===== src/dfs_topological_order_assert.svh =====
// Assertion macros for the topological order block.
`ifndef DFS_TOPOLOGICAL_ORDER_ASSERT_SVH
`define DFS_TOPOLOGICAL_ORDER_ASSERT_SVH

`ifndef SYNTH
`define DFS_ASSERT_IMPL(lbl, clk, rst_n, ante, cons) \
  lbl: assert property (@(posedge clk) disable iff (!rst_n) (ante) |-> (cons)) \
    else $error("dfs_topological_order: assertion failed");
`define DFS_ASSERT_NEXT(lbl, clk, rst_n, ante, cons) \
  lbl: assert property (@(posedge clk) disable iff (!rst_n) (ante) |=> (cons)) \
    else $error("dfs_topological_order: assertion failed");
`else
`define DFS_ASSERT_IMPL(lbl, clk, rst_n, ante, cons)
`define DFS_ASSERT_NEXT(lbl, clk, rst_n, ante, cons)
`endif

`endif


===== src/dfs_topo_pkg.sv =====
package dfs_topo_pkg;

  localparam int unsigned KindW   = 2;
  localparam int unsigned VertexW = 6;
  localparam int unsigned CntW    = 7;
  localparam int unsigned StatusW = 2;

  localparam int unsigned MaxVerticesDef = 64;
  localparam int unsigned MaxDegreeDef   = 16;

  typedef enum logic [KindW-1:0] {
    KIND_APPEND = 2'd0,
    KIND_RUN    = 2'd1,
    KIND_CLEAR  = 2'd2
  } kind_e;

  typedef enum logic [StatusW-1:0] {
    STAT_ORDER = 2'd0,
    STAT_OK    = 2'd1,
    STAT_DROP  = 2'd2
  } status_e;

  typedef struct packed {
    logic [VertexW-1:0] vertex_id;
    logic               last;
    logic [StatusW-1:0] status;
  } res_t;

endpackage


===== src/dfs_topo_out_if.sv =====
interface dfs_topo_out_if;
  import dfs_topo_pkg::*;

  logic               valid;
  logic               ready;
  logic [VertexW-1:0] vertex_id;
  logic               last;
  logic [StatusW-1:0] status;

  modport source (output valid, vertex_id, last, status, input ready);
  modport sink (input valid, vertex_id, last, status, output ready);
endinterface


===== src/dfs_topo_out_reg.sv =====
module dfs_topo_out_reg (
  input  logic                clk_i,
  input  logic                rst_ni,
  input  logic                push_i,
  input  dfs_topo_pkg::res_t  res_i,
  output logic                free_o,
  dfs_topo_out_if.source      out_o
);
  import dfs_topo_pkg::*;

  logic valid_q;
  logic valid_d;
  res_t data_q;

  always_comb begin
    valid_d = valid_q;
    if (push_i) begin
      valid_d = 1'b1;
    end else if (out_o.ready) begin
      valid_d = 1'b0;
    end
  end

  always_ff @(posedge clk_i or negedge rst_ni) begin
    if (!rst_ni) begin
      valid_q <= 1'b0;
    end else begin
      valid_q <= valid_d;
    end
  end

  always_ff @(posedge clk_i) begin
    if (push_i) begin
      data_q <= res_i;
    end
  end

  assign free_o          = !valid_q || out_o.ready;
  assign out_o.valid     = valid_q;
  assign out_o.vertex_id = data_q.vertex_id;
  assign out_o.last      = data_q.last;
  assign out_o.status    = data_q.status;

endmodule


===== src/flat_wrapper.sv =====
// flat-port wrapper written by rule: the top's interface ports become plain ports
module dfs_topo_out_reg_flat import dfs_topo_pkg::*;
  (clk_i, rst_ni, push_i, res_i, free_o, out_o_valid, out_o_vertex_id, out_o_last, out_o_status, out_o_ready);
  dfs_topo_out_if out_o_i ();
  input  logic clk_i;
  input  logic rst_ni;
  input  logic push_i;
  input  dfs_topo_pkg::res_t res_i;
  output logic free_o;
  output wire logic [$bits(out_o_i.valid)-1:0] out_o_valid;
  output wire logic [$bits(out_o_i.vertex_id)-1:0] out_o_vertex_id;
  output wire logic [$bits(out_o_i.last)-1:0] out_o_last;
  output wire logic [$bits(out_o_i.status)-1:0] out_o_status;
  input wire logic [$bits(out_o_i.ready)-1:0] out_o_ready;
  assign out_o_valid = out_o_i.valid;
  assign out_o_vertex_id = out_o_i.vertex_id;
  assign out_o_last = out_o_i.last;
  assign out_o_status = out_o_i.status;
  assign out_o_i.ready = out_o_ready;
  dfs_topo_out_reg u_core (.clk_i(clk_i), .rst_ni(rst_ni), .push_i(push_i), .res_i(res_i), .free_o(free_o), .out_o(out_o_i));
endmodule

===== config.mk =====
export PLATFORM = sky130hd
export DESIGN_NAME = dfs_topo_out_reg_flat
export DESIGN_NICKNAME = d
export VERILOG_FILES = /design/src/dfs_topological_order_assert.svh /design/src/dfs_topo_pkg.sv /design/src/dfs_topo_out_if.sv /design/src/dfs_topo_out_reg.sv /design/src/flat_wrapper.sv
export SDC_FILE = /design/constraint.sdc
export NUM_CORES = 1
export LEC_CHECK = 0
export ABC_AREA = 1
export BUFFER_PORTS_ARGS = -buffer_cell sky130_fd_sc_hd__clkbuf_2
export CORE_AREA = 4 4 41 43
export DETAILED_ROUTE_END_ITERATION = 6
export DIE_AREA = 0 0 45 47
export GPL_TIMING_DRIVEN = 0
export SLEW_MARGIN = 20
export SYNTH_ARGS = -nofsm -noshare
export SYNTH_HDL_FRONTEND = slang
export SYNTH_SLANG_ARGS = --single-unit

===== constraint.sdc =====
create_clock -name clk_i -period 1.37 [get_ports clk_i]
set_input_delay 0.137 -clock clk_i [delete_from_list [all_inputs] [get_ports clk_i]]
set_output_delay 0.137 -clock clk_i [all_outputs]
set_load 0.01 [all_outputs]

==> summary.md, run 1 <==
| Metric | Value |
|---|---|
| Clock latency on the worst-skew pair | 0.25 ns |
| DR iter-0 viols | 1 |
| Routed WL | roughly 650 µm |
| Mapped Area | 315 µm² |
| Placer Congestion | ~0.64 |
| Root buffer cell | clkbuf_4 |
| Final Critical Period | between 0.9 and 1 ns |
| Die ar. | 0.00212 mm² |
| FP Rows | 13 |
| Fin Clk Skew | 0 ns |
| Pin count of the biggest net entering global routing | 11 |
| Final setup viols | 0 |
| Core area | roughly 0.0013 mm² |
| Final period utilization | 72.4% |
| Layout Cells excl Fill | 57 |
| Seq cells post-synth | 10 |
| Vias | 213 |
| Crit-path max cell delay | 0.39 ns |
| First-pass GRT wire length | 1.04 mm |
| Clk pwr share | 31.9% |
| Hold WS | 0.0508 ns |
| PnR worst setup slack | 0.378 ns |
| Hold Path Class | primary input to register |
| ANT nets after route | 0 |
| Finished Core Util | 37.3% |
| Initial core utilization | about a quarter |
| Mapped Cells | 14 |
| Total congestion overflow | 0 |
| WL/cell | between 10 and 15 µm |
| Distinct cells, synth | 4 |
| Max Freq | approximately 1000 MHz |
| Ant. Diodes | 0 |
| Initial antenna violation count | 0 |
| Critical path type | register to primary output |
| Hold Violations, Final | 0 |
| Post-Syn Nets | 27 |
| Synthesis-to-layout area growth | 54.0% |
| Reg power frac | 57.7% |
| DR pass1 iterations | 3 |
| Crit end category | primary output |
| Worst VDD drop | 577 µV |
| P_sw | 0.132 mW |
| Startpoint Class | register |
| Pwr dens | roughly 1300 mW/mm² |
| Status | complete, no violations |
| Reg2Reg Setup Slack | 0.75 ns |
| Crit-path cells | nand2_2 -> clkbuf_2 |
| Cts repair resizes | 0 |
| Sw Ratio | 20.8% |
| Number of instances in the placed design | 52 |
| DR vias/cell | 3.74 |
| Req. time, crit path | 1.23 ns |
| Worst path slowest cell | dfrtp_1 |
| Setup Buffers After CTS | 0 |
| Layout cells sized above 1 | 66.7% |
| Total I/O pin count | 24 |
| Critical Path AT | 0.86 ns |
| Int Pwr | ~0.50 mW |
| Final #Nets | 56 |
| Clock sinks | 10 |
| Relative slew slack | 83.8% |
| DIE HEIGHT | 47 µm |
| Die width | 45 µm |
| Worst-Margin Slew | 0.243 ns |
| Max-capacitance violation count | 0 |
| TritonCTS Buffers | 3 |
| Total GRT Usage | under 10% |
| Clock Path Buffers | 2 |
| Yosys warning count | 0 |
| Setup TNS | 0 ns |
| Reg clk slew, reported paths | about 0.060 ns |
| Htree depth | 1 |
| Post-synthesis sequential area ratio | between 90% and 100% |
| CTS tree | done |
| Static leakage | ~0.23 nW |
| DRC Markers | 0 |
| Logic pwr share | a little over 10% |
| Input/output buffers | 23 |
| Pre-CTS WS | between 0.6 and 0.7 ns |
| Final Max Slew Viols | 0 |
| Mapped Avg Cell Area | between 20 and 25 µm² |
| Vias in the first global route | 242 |
| RSZ-0062 raised after global routing | no |
| Worst-path fanout max | 2 |
==> worst max-delay path, delay by kind of cell, from the launching register on <==
| family | cells | cell delay [ns] |
|---|---|---|
| buffers and inverters | 1 | 0.13 |
| flip-flops | 1 | 0.39 |
| AND/OR/NAND/NOR | 1 | 0.08 |
==> through the flow <==
step | instance area, µm² | power, mW
6_report | 485 | 0.634
5_1_grt | 485 | 0.672
4_1_cts | 485 | 0.647
3_5_place_dp | 449 | 0.437
3_3_place_gp | 449 | 0.435
2_1_floorplan | 315 | 0.391
==> flip-flops by register name (all words and copies together) (netlist names) <==
register                cells
u_core.out_o.last           1
u_core.out_o.status         2
u_core.out_o.valid          1
u_core.out_o.vertex_id      6
==> cell type report <==
cell class	count	area [µm²]
clock buffer	4	26.3
fill	138	816
inverter	2	7.51
tap	15	18.8
multi-input combinational	2	12.5
timing repair buffer	24	125
sequential	10	295
==> metal layers <==
| layer | track usage (%) | routed length [µm] | share of wire, % |
|---|---|---|---|
| met1 | 5.98 | 205 | 31 |
| met2 | 13.6 | 372 | 57 |
| met3 | 4.60 | 74 | 11 |
| met4 | 7.02 | 0 | 0 |
| met5 | 0 | 0 | 0 |
==> cell usage after synthesis <==
master | instances | area, µm²
dfrtp_1 | 1 | 25.0
edfxtp_1 | 9 | 270
inv_1 | 2 | 7.51
nand2_2 | 2 | 12.5
==> power by group through the flow <==
stage	clock network, mW	logic, mW	registers, mW
after CTS	0.213	0.0673	0.366
after detailed placement	0	0.0648	0.373
after floorplan	0	0.00573	0.385
final	0.202	0.0655	0.366
after global routing	0.232	0.0721	0.368
after global placement	0	0.0638	0.371
==> what timing repair did <==
| action | in CTS | in global routing |
|---|---|---|
| endpoints found under the hold margin | 1 | 0 |
| hold buffers | 1 | 0 |
| endpoints found under the setup margin | 0 | 0 |
==> layout by cell type (no fill, tap or decap) <==
| master | instances |
|---|---|
| edfxtp_1 | 9 |
| nand2_2 | 2 |
| dfrtp_1 | 1 |
| clkbuf_2 | 23 |
| inv_1 | 2 |
| clkbuf_1 | 1 |
| clkbuf_4 | 3 |
| dlygate4sd3_1 | 1 |
==> cells by family after synthesis <==
family                 synth area share (%)
flip-flops                             93.6
buffers and inverters                  2.38
AND/OR/NAND/NOR                        3.97
==> worst paths after layout <==
| kind | startpoint | end | depth (start not counted) |
|---|---|---|---|
| worst min register to register | u_core.out_o.valid | u_core.out_o.valid | 2 |
| min in group asynchronous | rst_ni | u_core.out_o.valid | 2 |
| worst max register to register | u_core.out_o.valid | u_core.out_o.valid | 2 |
| max in group asynchronous | rst_ni | u_core.out_o.valid | 2 |
| worst max-delay path | u_core.out_o.valid | free_o | 2 |
| worst min-delay path | res_i[2] | u_core.out_o.last | 1 |
No activity file was read; power rests on OpenSTA's default activity.
==> run 2, diff against run 1 <==
Clock period 1.37 ns to 0.8 ns, I/O delays scaled along.
==> summary.md, run 2 (synthesis results as in run 1) <==
| Metric | Value |
|---|---|
| Layout cells sized above 1 | 57.4% (-9.3 points) |
| Total congestion overflow | 0 (unchanged) |
| Total I/O pin count | 24 (unchanged) |
| DR iter-0 viols | 1 (unchanged) |
| Finished Core Util | 46.7% (+9.4 points) |
| Reg clk slew, reported paths | 0.06 ns (about the same) |
| Hold Path Class | primary input to async pin |
| CTS tree | done |
| Die ar. | 0.00212 mm² (unchanged) |
| Die width | 45 µm (unchanged) |
| FP Rows | 13 (unchanged) |
| Worst-path fanout max | 2 (unchanged) |
| Worst-Margin Slew | 0.238 ns (-0.00520 ns) |
| Max Freq | around 1100 MHz |
| Ant. Diodes | 0 (unchanged) |
| Initial antenna violation count | 0 (unchanged) |
| Worst path slowest cell | dfrtp_1 |
| Crit path buffers/inverters | 1 (unchanged) |
| Vias | 254 (+19%) |
| RSZ-0062 raised after global routing | yes |
| Most common cell after layout, fill and taps aside | clkbuf_2 |
| Crit-path max cell delay | 0.39 ns (about the same) |
| Total power draw | 1.14 mW (+80%) |
| Final #Nets | 68 (+21%) |
| Input/output buffers | 23 (unchanged) |
| Pwr dens | 1880 mW/mm² (+44%) |
| Fin Clk Skew | 0 ns (unchanged) |
| Crit path max-delay family | flip-flops |
| Final period utilization | 112% |
| Clock sinks | 10 (unchanged) |
| TritonCTS Buffers | 3 (unchanged) |
| Int Pwr | 0.907 mW (+81%) |
| Commonest non-fill, non-tap cells in the layout | clkbuf_2 (20), dlygate4sd3_1 (10), edfxtp_1 (9) |
| DR pass1 iterations | 3 (unchanged) |
| WL/cell | 10.5 µm (-8.1%) |
| First-pass GRT wire length | 1.16 mm (+12%) |
| DRC Markers | 0 (unchanged) |
| P_sw | 0.237 mW (+80%) |
| Relative slew slack | 84.2% (+0.35 points) |
| Max FFs per register | 6 (unchanged) |
| Pre-CTS WS | 0.138 ns (-0.513 ns) |
| DR vias/cell | 3.68 (-1.5%) |
| DIE HEIGHT | 47 µm (unchanged) |
| Worst VDD drop | 1000 µV (+73%) |
| Crit-path cells | nand2_2 -> buf_6 |
| Crit end category | primary output |
| Critical path type | register to primary output |
| Final Critical Period | 0.896 ns |
| Clk pwr share | 30.6% (-1.3 points) |
| Placer Congestion | 0.641 (unchanged) |
| Critical path origin | u_core.out_o.valid |
| Final Max Slew Viols | 0 (unchanged) |
| Logic pwr share | 14.7% (+4.4 points) |
| Status | finished with violations |
| Final setup viols | 12 (+12) |
| Routed WL | 725 µm (+11%) |
| Synthesis-to-layout area growth | 92.9% |
| Pin count of the biggest net entering global routing | 11 (unchanged) |
| Hold WS | 0.128 ns (+0.0773 ns) |
| Startpoint Class | register |
| ANT nets after route | 0 (unchanged) |
| Clock latency on the worst-skew pair | 0.25 ns (about the same) |
| Total GRT Usage | 8.37% (+0.57 points) |
| Vias in the first global route | 274 (+13%) |
| RR Startpoint | u_core.out_o.valid |
| Root buffer cell | clkbuf_4 |
| Reg power frac | 54.7% (-3.0 points) |
| Clock Path Buffers | 2 (unchanged) |
| Htree depth | 1 (unchanged) |
| Sw Ratio | 20.7% (-0.034 points) |
| PnR worst setup slack | -0.0965 ns (-0.474 ns) |
| Failing checks | setup timing |
| Hold Violations, Final | 0 (unchanged) |
| Core area | 0.00130 mm² (unchanged) |
| Static leakage | 0.284 nW (+23%) |
| Initial core utilization | 24.2% (unchanged) |
| Max-capacitance violation count | 0 (unchanged) |
| Req. time, crit path | 0.72 ns (-0.51 ns) |
| Critical Path AT | 0.82 ns (-0.04 ns) |
## run 2: final timing paths
path | cells past startpoint | slack, ns | end
max | 2 | -0.1 | free_o
max reg2reg | 5 | -0.07 | u_core.out_o.valid
min reg2reg | 5 | 0.80 | u_core.out_o.valid
min in group clk_i | 3 | 0.20 | u_core.out_o.valid
min | 2 | 0.13 | u_core.out_o.valid
max in group asynchronous | 2 | 0.59 | u_core.out_o.valid
## run 2: timing repair
item,4_1_cts,5_1_grt
pin swaps,1,0
resized for setup,0,5
setup buffers,3,1
gates cloned,0,0
hold buffers,9,1
endpoints found under the hold margin,9,1
endpoints found under the setup margin,11,12
## run 2: layout make-up
type                    instances  area [µm²]
clock buffers                   4        26.3
inverters                       2        7.51
flip-flops and latches         10         295
multi-input cells               2        12.5
fillers                       131         693
repair buffers                 36         248
well taps                      15        18.8
## run 2: per-stage QoR
| step | std cells | cell area (µm²) | setup TNS (ns) |
|---|---|---|---|
| after floorplan | 14 | 315 | 0 |
| after global placement | 52 | 449 | 0 |
| after detailed placement | 52 | 449 | 0 |
| after CTS | 68 | 588 | -0.711 |
| after global routing | 69 | 608 | -0.984 |
| final | 69 | 608 | -0.509 |
## run 2: power by group through the flow
stage / clock network (mW) / registers (mW) / logic [mW]
2_1_floorplan: 0 / 0.660 / 0.00981
3_3_place_gp: 0 / 0.636 / 0.109
3_5_place_dp: 0 / 0.638 / 0.111
4_1_cts: 0.365 / 0.627 / 0.160
5_1_grt: 0.397 / 0.629 / 0.183
6_report: 0.350 / 0.626 / 0.168
## run 2: metal layers
layer	vias up	wire length, µm	track usage (%)
li1	131	-	-
met1	112	245	7.67
met2	11	418	14.1
met3	0	61	3.83
met4	0	0	7.02
met5	-	0	0
