==> src/dfs_topological_order_assert.svh <==
// Assertion macros for the topological order block.
`ifndef DFS_TOPOLOGICAL_ORDER_ASSERT_SVH
`define DFS_TOPOLOGICAL_ORDER_ASSERT_SVH

`ifndef SYNTH
`define DFS_ASSERT_IMPL(lbl, clk, rst_n, ante, cons) \
  lbl: assert property (@(posedge clk) disable iff (!rst_n) (ante) |-> (cons)) \
    else $error("dfs_topological_order: assertion failed");
`define DFS_ASSERT_NEXT(lbl, clk, rst_n, ante, cons) \
  lbl: assert property (@(posedge clk) disable iff (!rst_n) (ante) |=> (cons)) \
    else $error("dfs_topological_order: assertion failed");
`else
`define DFS_ASSERT_IMPL(lbl, clk, rst_n, ante, cons)
`define DFS_ASSERT_NEXT(lbl, clk, rst_n, ante, cons)
`endif

`endif

==> src/dfs_topo_ram.sv <==
module dfs_topo_ram #(
  parameter int unsigned Width = 8,
  parameter int unsigned Depth = 16
) (
  input  logic                     clk_i,
  input  logic                     we_i,
  input  logic [$clog2(Depth)-1:0] waddr_i,
  input  logic [Width-1:0]         wdata_i,
  input  logic                     re_i,
  input  logic [$clog2(Depth)-1:0] raddr_i,
  output logic [Width-1:0]         rdata_o
);

  logic [Width-1:0] mem_q [Depth];
  logic [Width-1:0] rdata_q;

  always_ff @(posedge clk_i) begin
    if (we_i) begin
      mem_q[waddr_i] <= wdata_i;
    end
    if (re_i) begin
      rdata_q <= mem_q[raddr_i];
    end
  end

  assign rdata_o = rdata_q;

endmodule

==> config.mk <==
export PLATFORM = sky130hd
export DESIGN_NAME = dfs_topo_ram
export DESIGN_NICKNAME = d
export VERILOG_FILES = /design/src/dfs_topological_order_assert.svh /design/src/dfs_topo_ram.sv
export SDC_FILE = /design/constraint.sdc
export NUM_CORES = 1
export LEC_CHECK = 0
export ABC_AREA = 1
export BUFFER_PORTS_ARGS = -buffer_cell sky130_fd_sc_hd__buf_2
export CAP_MARGIN = 25
export CORE_ASPECT_RATIO = 1.25
export CORE_MARGIN = 4
export CORE_UTILIZATION = 42
export DETAILED_ROUTE_END_ITERATION = 16
export PLACE_DENSITY_LB_ADDON = 0.25
export RECOVER_POWER = 25
export SLEW_MARGIN = 20
export SYNTH_ARGS = -nofsm -noshare
export SYNTH_HDL_FRONTEND = slang
export SYNTH_SLANG_ARGS = --single-unit
==> constraint.sdc <==
create_clock -name clk_i -period 1.5 [get_ports clk_i]
set_input_delay 0.3 -clock clk_i [delete_from_list [all_inputs] [get_ports clk_i]]
set_output_delay 0.3 -clock clk_i [all_outputs]
set_load 0.01 [all_outputs]
==> results of run 1 <==
cell usage after synthesis:
library cell,instances
sky130_fd_sc_hd__nand3_1,97
sky130_fd_sc_hd__inv_1,100
sky130_fd_sc_hd__nand3b_1,2
sky130_fd_sc_hd__buf_6,6
sky130_fd_sc_hd__buf_1,1
sky130_fd_sc_hd__edfxtp_1,136
sky130_fd_sc_hd__nand2_1,173
sky130_fd_sc_hd__nor2_1,17
sky130_fd_sc_hd__buf_4,4
sky130_fd_sc_hd__buf_2,13
sky130_fd_sc_hd__inv_2,2
metrics by stage:
stage / instance area (sq um) / instances / worst slack, ps / TNS [ps] / power (mW)
after CTS: 6760 / 782 / 202 / 0 / 8.41
after global routing: 6750 / 782 / 191 / 0 / 8.66
after global placement: 6260 / 750 / -76.2 / -262 / 4.92
after detailed placement: 6260 / 750 / -92.5 / -371 / 4.93
final: 6750 / 782 / 225 / 0 / 8.35
after floorplan: 5850 / 551 / 249 / 0 / 4.69
state kept, by name, summed over array words and instances, names as in the netlist:
signal / cells
mem_q: 128
rdata_o: 8
power groups by stage:
stage	combinational, mW	sequential, mW	clock [mW]
after global placement	0.537	4.38	0
after global routing	0.602	4.31	3.74
final	0.541	4.31	3.50
after CTS	0.549	4.31	3.56
after detailed placement	0.544	4.38	0
after floorplan	0.300	4.39	0
kinds of logic (layout without fill, tap and decap cells):
group                  count (synthesis)  after routing  synth area share [%]
buffers and inverters                126            186                  9.39
DFF                                  136            136                  69.8
and+or+nand+nor                      289            289                  20.8
metal layers:
layer / up-vias / routed length, um
li1: 1877 / -
met3: 39 / 752
met5: - / 0
met2: 112 / 6250
met1: 1852 / 5670
met4: 0 / 558
final timing paths:
| path | startpoint | endpoint | slack (ps) | depth (start not counted) |
|---|---|---|---|---|
| worst max-delay path | rdata_o[7] | rdata_o[7] | 220 | 1 |
| worst min-delay path | wdata_i[3] | mem_q[6][3] | 350 | 1 |
| worst max register to register | mem_q[5][6] | rdata_o[6] | 300 | 6 |
| worst min register to register | mem_q[10][3] | rdata_o[3] | 750 | 6 |
layout make-up:
class                   instances  area [sq um]
repair buffers                 52           355
multi-input cells             289          1210
fillers                      1209          6720
well taps                     171           214
clock inverters                11          58.8
clock buffers                  21           440
flip-flops and latches        136          4080
inverters                     102           383
==> metrics.yaml, run 1 <==
outcome: "finished clean"
critical-path-max-stage-delay_ps: 410
mappedNetlistArea_sq_um: 5850
rows: 47
core-area_sq_um: 13500
clkSinkCount: 136
portBuffers: 26
dieArea_sq_um: 15900
p_seq_share_pct: 51.6
min_period_over_period_pct: 85.0
syn_nets: 570
timing.clock.skew_ps: 4.35
cts.reportedPaths.clkPinSlew_ps: 60
power.switching_mw: 1.83
hpwlAfterDp_um: 8340
grt_pass1_wl_um: 21000
crit_type: "reg2out"
worst_ir_drop_vdd_mv: 0.697
synthesis.yosys.warnings: 0
post-route-util_pct: 50.1
grt_remaining_overflow: 0
fin_worst_hold_slack_ps: 350
drc: 0
yosys-top-cells-area: "sky130_fd_sc_hd__edfxtp_1 70%, sky130_fd_sc_hd__nand2_1 11%, sky130_fd_sc_hd__nand3_1 8.3%"
drt_pass1_iterations: 5
antenna_found_initial: 0
drv.max_cap_violation_count: 0
worstPathRequired_ps: 1200
grt_util_all_layers_pct: 17.7
critical_path.max_fanout: 1
synthesis.instances: 551
die_width_um: 114
route.final.wire_length_um: 13200
end_kind: "primary output"
groute.layer.met3.usage_pct: 4.62
hold_path.class: "in2reg"
fp.dieH_um: 140
timing_worst_slew_pin_value_ps: 903
numCtsBuffers: 17
final_layout_size_suffix_gt1_share_pct: 11.8
leakage_nw: 2.90
critical_path.slowest_cell: "sky130_fd_sc_hd__edfxtp_1"
critical_path_startpoint_category: "flop"
cts_tree: "done"
h-tree-depth: 4
count_of_antenna_diodes_in_the_layout: 0
grt_util_met2_pct: 27.0
relSlewSlack_pct: 39.8
critical-path-top-delay-family: "flip-flops"
cp_data_arrival_time_ps: 980
initial_core_util_pct: 43.4
cts_root_buf: "sky130_fd_sc_hd__clkbuf_16"
grt_peak_use_layer: "met2"
period_needed_ps: 1280
synthesis.area_per_instance_sq_um: 10.6
clk_latency_ps: 410
groute.layer.met1.usage_pct: 22.7
ys_ff_latch: 136
count_of_different_cell_masters_after_synthesis: 11
fmax_mhz: 784
commonest_cells_after_routing_fill_and_taps_aside: "173 x sky130_fd_sc_hd__nand2_1, 136 x sky130_fd_sc_hd__edfxtp_1, 100 x sky130_fd_sc_hd__inv_1"
critPathBufInv: 1
p_sw_share_pct: 21.9
postCtsHoldBufs: 0
synth_sequential_area_ratio_pct: 69.8
grt_max_degree: 33
area_growth_pct: 15.4
initial_drc_count: 245
ant_nets: 0
synth_top_cell_by_area: "sky130_fd_sc_hd__edfxtp_1"
clockBufferDepth: 2
synth_top_cell_area_share_pct: 69.8
number_of_resized_instances_in_the_post_cts_repair_step: 0
final-hold-violation-count: 0
via_count: 3880
p_int_mw: 6.52
routed_len_inst_um: 16.9
design.portCount: 27
final_nets: 617
power_frac_clock_pct: 41.9
critical_path.cell_chain: "buf_2"
gp_congestion: 0.877
cts.repair_timing.setup_buffer_count: 0
via_count_of_the_first_global_routing_pass: 3899
grt_setup_unrepaired: "no"
vias_per_instance: 4.96
power-per-cell-area_nw_per_um2: 1240
drv_slew: 0
setup-violations-final: 0
share_comb_of_total_power_pct: 6.5
layout_commonest_cell: "sky130_fd_sc_hd__nand2_1"
Note: power is estimated with default switching activity, not from simulation.
==> inputs of run 2 (changes only) <==
Settings changed: CORE_ASPECT_RATIO 1.25 to not set, RECOVER_POWER 25 to not set, REMOVE_ABC_BUFFERS set to 1.
==> run 2 against run 1 <==
  * Critical path depth unchanged
  * Non-clock buffer count increased by 1
  * Flip-flop and latch count is the same
  * Power up 4.0%
  * Count of clock-buffer cells in the layout shrank 3
  * Clock skew up 1.4 ps
  * Largest cell class unchanged
  * Highest routed layer unchanged
  * Global-route usage grew 0.41 points
  * Combinational power is essentially flat
==> metrics.yaml, run 2 (same netlist as run 1, synthesis figures left out) <==
critical_path.max_fanout: 1  # unchanged
clk_latency_ps: 400  # about the same
critical_path.slowest_cell: "sky130_fd_sc_hd__edfxtp_1"
critical_path_startpoint_category: "flop"
layout_commonest_cell: "sky130_fd_sc_hd__nand2_1"
power_frac_clock_pct: 44.0  # +2.1 points
share_comb_of_total_power_pct: 6.3  # -0.2 points
critical-path-top-delay-family: "flip-flops"
count_of_antenna_diodes_in_the_layout: 0  # unchanged
p_seq_share_pct: 49.7  # -1.9 points
worstPathRequired_ps: 1200  # about the same
outcome: "finished clean"
final_nets: 618  # +0.16%
placed_cell_area_sq_um: 6280  # +0.42%
hpwlAfterDp_um: 8850  # +6.1%
portBuffers: 26  # unchanged
cts_tree: "done"
worst_ir_drop_vdd_mv: 0.806  # +16%
postLayoutCellArea_sq_um: 6820  # +1.1%
hold_path.class: "in2reg"
cts_root_buf: "sky130_fd_sc_hd__clkbuf_16"
core-area_sq_um: 13500  # -0.10%
largest_register_ff_count: 128  # unchanged
fmax_mhz: 767  # -2.1%
drv_slew: 0  # unchanged
clockBufferDepth: 2  # unchanged
period_needed_ps: 1300  # +28.0 ps
post-layout-total-power_mw: 8.68  # +4.0%
critical-path-max-stage-delay_ps: 430  # +20 ps
grt_util_all_layers_pct: 18.1  # +0.41 points
initial_drc_count: 403  # +64%
critical_path.cell_chain: "buf_2"
clkSinkCount: 136  # unchanged
timing.clock.skew_ps: 5.74  # +1.39 ps
dieArea_sq_um: 15900  # about the same
via_count_of_the_first_global_routing_pass: 3821  # -2.0%
end_kind: "primary output"
power-per-cell-area_nw_per_um2: 1270  # +2.8%
max_flop_register: "mem_q"
crit_type: "reg2out"
cts.reportedPaths.clkPinSlew_ps: 50  # about the same
setup_slack_ps: 197  # -28.0 ps
cp_data_arrival_time_ps: 1000  # +20 ps
relSlewSlack_pct: 60.0  # +20 points
drv.max_cap_violation_count: 0  # unchanged
via_count: 3885  # +0.13%
antenna_found_initial: 0  # unchanged
gp_congestion: 0.801  # -8.6%
vias_per_instance: 4.94  # -0.38%
p_int_mw: 6.84  # +5.0%
power.switching_mw: 1.84  # +0.45%
min_period_over_period_pct: 86.9  # +1.9 points
post-route-util_pct: 50.7  # +0.61 points
postCtsHoldBufs: 0  # unchanged
dp_slack_ps: -31.1  # +61.4 ps
route.final.wire_length_um: 13600  # +2.8%
final_layout_size_suffix_gt1_share_pct: 13.3  # +1.5 points
drc: 0  # unchanged
p_sw_share_pct: 21.2  # -0.74 points
ant_nets: 0  # unchanged
routed_len_inst_um: 17.3  # +2.3%
design.portCount: 27  # unchanged
dpl.cell_count: 756  # +0.80%
grt_max_degree: 46  # +39%
cts.repair_timing.setup_buffer_count: 0  # unchanged
fin_worst_hold_slack_ps: 273  # -77.9 ps
number_of_resized_instances_in_the_post_cts_repair_step: 0  # unchanged
setup-violations-final: 0  # unchanged
initial_core_util_pct: 43.5  # +0.044 points
h-tree-depth: 4  # unchanged
critPathBufInv: 1  # unchanged
drt_pass1_iterations: 7  # +2
area_growth_pct: 16.7
fin_tns_setup_ps: 0  # unchanged
die_width_um: 126  # +11%
leakage_nw: 2.95  # +1.7%
layoutNonFillerInstCount: 786  # +0.51%
numCtsBuffers: 17  # unchanged
fp.dieH_um: 126  # -10%
final-hold-violation-count: 0  # unchanged
grt_remaining_overflow: 0  # unchanged
grt_pass1_wl_um: 21900  # +4.4%
commonest_cells_after_routing_fill_and_taps_aside: "173 x sky130_fd_sc_hd__nand2_1, 136 x sky130_fd_sc_hd__edfxtp_1, 100 x sky130_fd_sc_hd__inv_1"
grt_setup_unrepaired: "no"
rows: 42  # -11%
timing_worst_slew_pin_value_ps: 599  # -304 ps
run 2: changes by cell type in the layout (fill, tap and decap cells not counted):
| cell | change |
|---|---|
| sky130_fd_sc_hd__buf_12 | +1 |
| sky130_fd_sc_hd__buf_2 | +6 |
| sky130_fd_sc_hd__bufinv_16 | +2 |
| sky130_fd_sc_hd__clkbuf_1 | -9 |
| sky130_fd_sc_hd__clkinv_1 | -1 |
| sky130_fd_sc_hd__clkinv_2 | +1 |
| sky130_fd_sc_hd__clkinv_4 | -1 |
run 2: final timing paths:
kind                      to  slack, ps    startpoint  cells past startpoint
hold reg to reg   rdata_o[6]        740  mem_q[11][6]                      6
hold / removal    rdata_o[6]        270          re_i                      1
setup / recovery  rdata_o[4]        200    rdata_o[4]                      1
setup reg to reg  rdata_o[0]        360  mem_q[12][0]                      6
run 2: power by group through the flow:
stage               combinational, mW  sequential, mW  clock (mW)
floorplan                       0.230            4.39           0
global placement                0.541            4.39           0
detailed placement              0.549            4.39           0
CTS                             0.551            4.31        3.88
global route                    0.612            4.32        4.08
finish                          0.544            4.31        3.82
run 2: area by class of cell:
type / count / area (sq um)
well taps: 176 / 220
clock inverters: 12 / 111
repair buffers: 53 / 383
clock buffers: 18 / 429
fillers: 1226 / 6630
inverters: 102 / 383
flip-flops and latches: 136 / 4080
multi-input cells: 289 / 1210
run 2: per-layer routing:
metal	up-vias	GRT usage [%]	part of all wire, %
li1	1879	-	-
met1	1876	24.5	45
met2	111	29.0	49
met3	19	3.94	4.6
met4	0	6.37	1.9
met5	-	0	0
==> inputs of run 3 (changes only) <==
Settings changed: CELL_PAD_IN_SITES_DETAIL_PLACEMENT set to 2, CELL_PAD_IN_SITES_GLOBAL_PLACEMENT set to 2, CORE_MARGIN 4 to 1.5, CORE_UTILIZATION 42 to 41.
==> run 3 against run 2 <==
  * Clock power decreased by 5.5%
  * Wire length increased by 29%
  * Power decreased by 1.9%
  * Sequential share of layout area about the same
  * Register-to-register slack got worse by 40 ps
  * Critical path depth unchanged
  * Largest power group unchanged
  * Highest routed layer unchanged
==> metrics.yaml, run 3 (same netlist as run 1, synthesis figures left out) <==
number_of_resized_instances_in_the_post_cts_repair_step: 0  # unchanged
fmax_mhz: 750  # -2.2%
fp.dieH_um: 122  # -2.8%
hpwlAfterDp_um: 12100  # +36%
h-tree-depth: 4  # unchanged
cts_root_buf: "sky130_fd_sc_hd__clkbuf_16"
count_of_antenna_diodes_in_the_layout: 0  # unchanged
timing_worst_slew_pin_value_ps: 359  # -240 ps
ant_nets: 0  # unchanged
critical_path.max_fanout: 1  # unchanged
gp_congestion: 0.773  # -3.6%
cp_data_arrival_time_ps: 1030  # +30 ps
vias_per_instance: 5.17  # +4.7%
initial_drc_count: 345  # -14%
critical_path.slowest_cell: "sky130_fd_sc_hd__edfxtp_1"
design.portCount: 27  # unchanged
end_kind: "primary output"
grt_max_degree: 39  # -15%
crit_type: "reg2out"
layout_commonest_cell: "sky130_fd_sc_hd__nand2_1"
leakage_nw: 2.96  # +0.15%
final_nets: 621  # +0.49%
final-hold-violation-count: 0  # unchanged
critical_path.cell_chain: "buf_2"
critical-path-top-delay-family: "flip-flops"
fin_tns_setup_ps: 0  # unchanged
drv_slew: 0  # unchanged
drt_pass1_iterations: 4  # -3
route.final.wire_length_um: 17500  # +29%
grt_util_all_layers_pct: 26.1  # +8.0 points
final_layout_size_suffix_gt1_share_pct: 13.0  # -0.33 points
clk_latency_ps: 420  # +20 ps
cts_tree: "done"
via_count: 4087  # +5.2%
dieArea_sq_um: 15000  # -5.6%
worstPathRequired_ps: 1200  # about the same
outcome: "finished clean"
period_needed_ps: 1330  # +29.2 ps
numCtsBuffers: 17  # unchanged
initial_core_util_pct: 42.1  # -1.3 points
clockBufferDepth: 2  # unchanged
setup_slack_ps: 168  # -29.2 ps
max_flop_register: "mem_q"
layoutNonFillerInstCount: 790  # +0.51%
relSlewSlack_pct: 76.0  # +16 points
grt_pass1_wl_um: 27200  # +24%
cts.repair_timing.setup_buffer_count: 0  # unchanged
via_count_of_the_first_global_routing_pass: 4718  # +23%
area_growth_pct: 16.8  # about the same
commonest_cells_after_routing_fill_and_taps_aside: "173 x sky130_fd_sc_hd__nand2_1, 136 x sky130_fd_sc_hd__edfxtp_1, 100 x sky130_fd_sc_hd__inv_1"
core-area_sq_um: 13900  # +3.2%
setup-violations-final: 0  # unchanged
postCtsHoldBufs: 0  # unchanged
timing.clock.skew_ps: 4.15  # -1.59 ps
critical-path-max-stage-delay_ps: 440  # about the same
critPathBufInv: 1  # unchanged
dp_slack_ps: -45.6  # -14.5 ps
dpl.cell_count: 763  # +0.93%
grt_remaining_overflow: 0  # unchanged
clkSinkCount: 136  # unchanged
grt_setup_unrepaired: "no"
min_period_over_period_pct: 88.8  # +1.9 points
die_width_um: 122  # -2.8%
fillers: 1443  # +18%
fin_worst_hold_slack_ps: 261  # -11.2 ps
power-per-cell-area_nw_per_um2: 1250  # -2.0%
hold_path.class: "in2reg"
routed_len_inst_um: 22.2  # +28%
drc: 0  # unchanged
drv.max_cap_violation_count: 0  # unchanged
rows: 43  # +2.4%
worst_ir_drop_vdd_mv: 0.545  # -32%
portBuffers: 26  # unchanged
cts.reportedPaths.clkPinSlew_ps: 50  # about the same
critical_path_startpoint_category: "flop"
largest_register_ff_count: 128  # unchanged
antenna_found_initial: 0  # unchanged
## run 3: metrics by stage
stage	instance area (sq um)	util, %	total power, mW
6_report	6830	49.2	8.51
5_1_grt	6830	49.2	8.78
4_1_cts	6830	49.2	8.59
3_5_place_dp	6340	45.6	4.99
3_3_place_gp	6340	45.6	4.93
2_1_floorplan	5680	-	4.62
## run 3: path summary, 6_finish.rpt
check,slack (ps),end,startpoint,depth (start not counted)
worst max-delay path,170,rdata_o[0],rdata_o[0],1
worst min-delay path,260,rdata_o[4],re_i,1
worst max register to register,320,rdata_o[3],mem_q[9][3],6
worst min register to register,750,rdata_o[7],mem_q[6][7],6
## run 3: power by group
group	total [mW]	switching (mW)	internal, mW
logic	0.586	0.404	0.182
registers	4.32	0.0317	4.29
clock network	3.61	1.43	2.18
## run 3: area by class of cell
type	count	area, sq um	share of cell area, %
Tap cell	180	225	3.30
Timing Repair Buffer	56	430	6.30
Clock inverter	9	63.8	0.934
Sequential cell	136	4080	59.8
Clock buffer	18	429	6.28
Multi-Input combinational cell	289	1210	17.8
Inverter	102	383	5.61
## run 3: routing by layer
| metal | GRT usage [%] | routed length [um] | vias to the layer above |
|---|---|---|---|
| li1 | - | - | 1879 |
| met1 | 30.4 | 6680 | 2090 |
| met2 | 47.0 | 9550 | 100 |
| met3 | 4.69 | 926 | 18 |
| met4 | 11.2 | 344 | 0 |
| met5 | 0 | 0 | - |
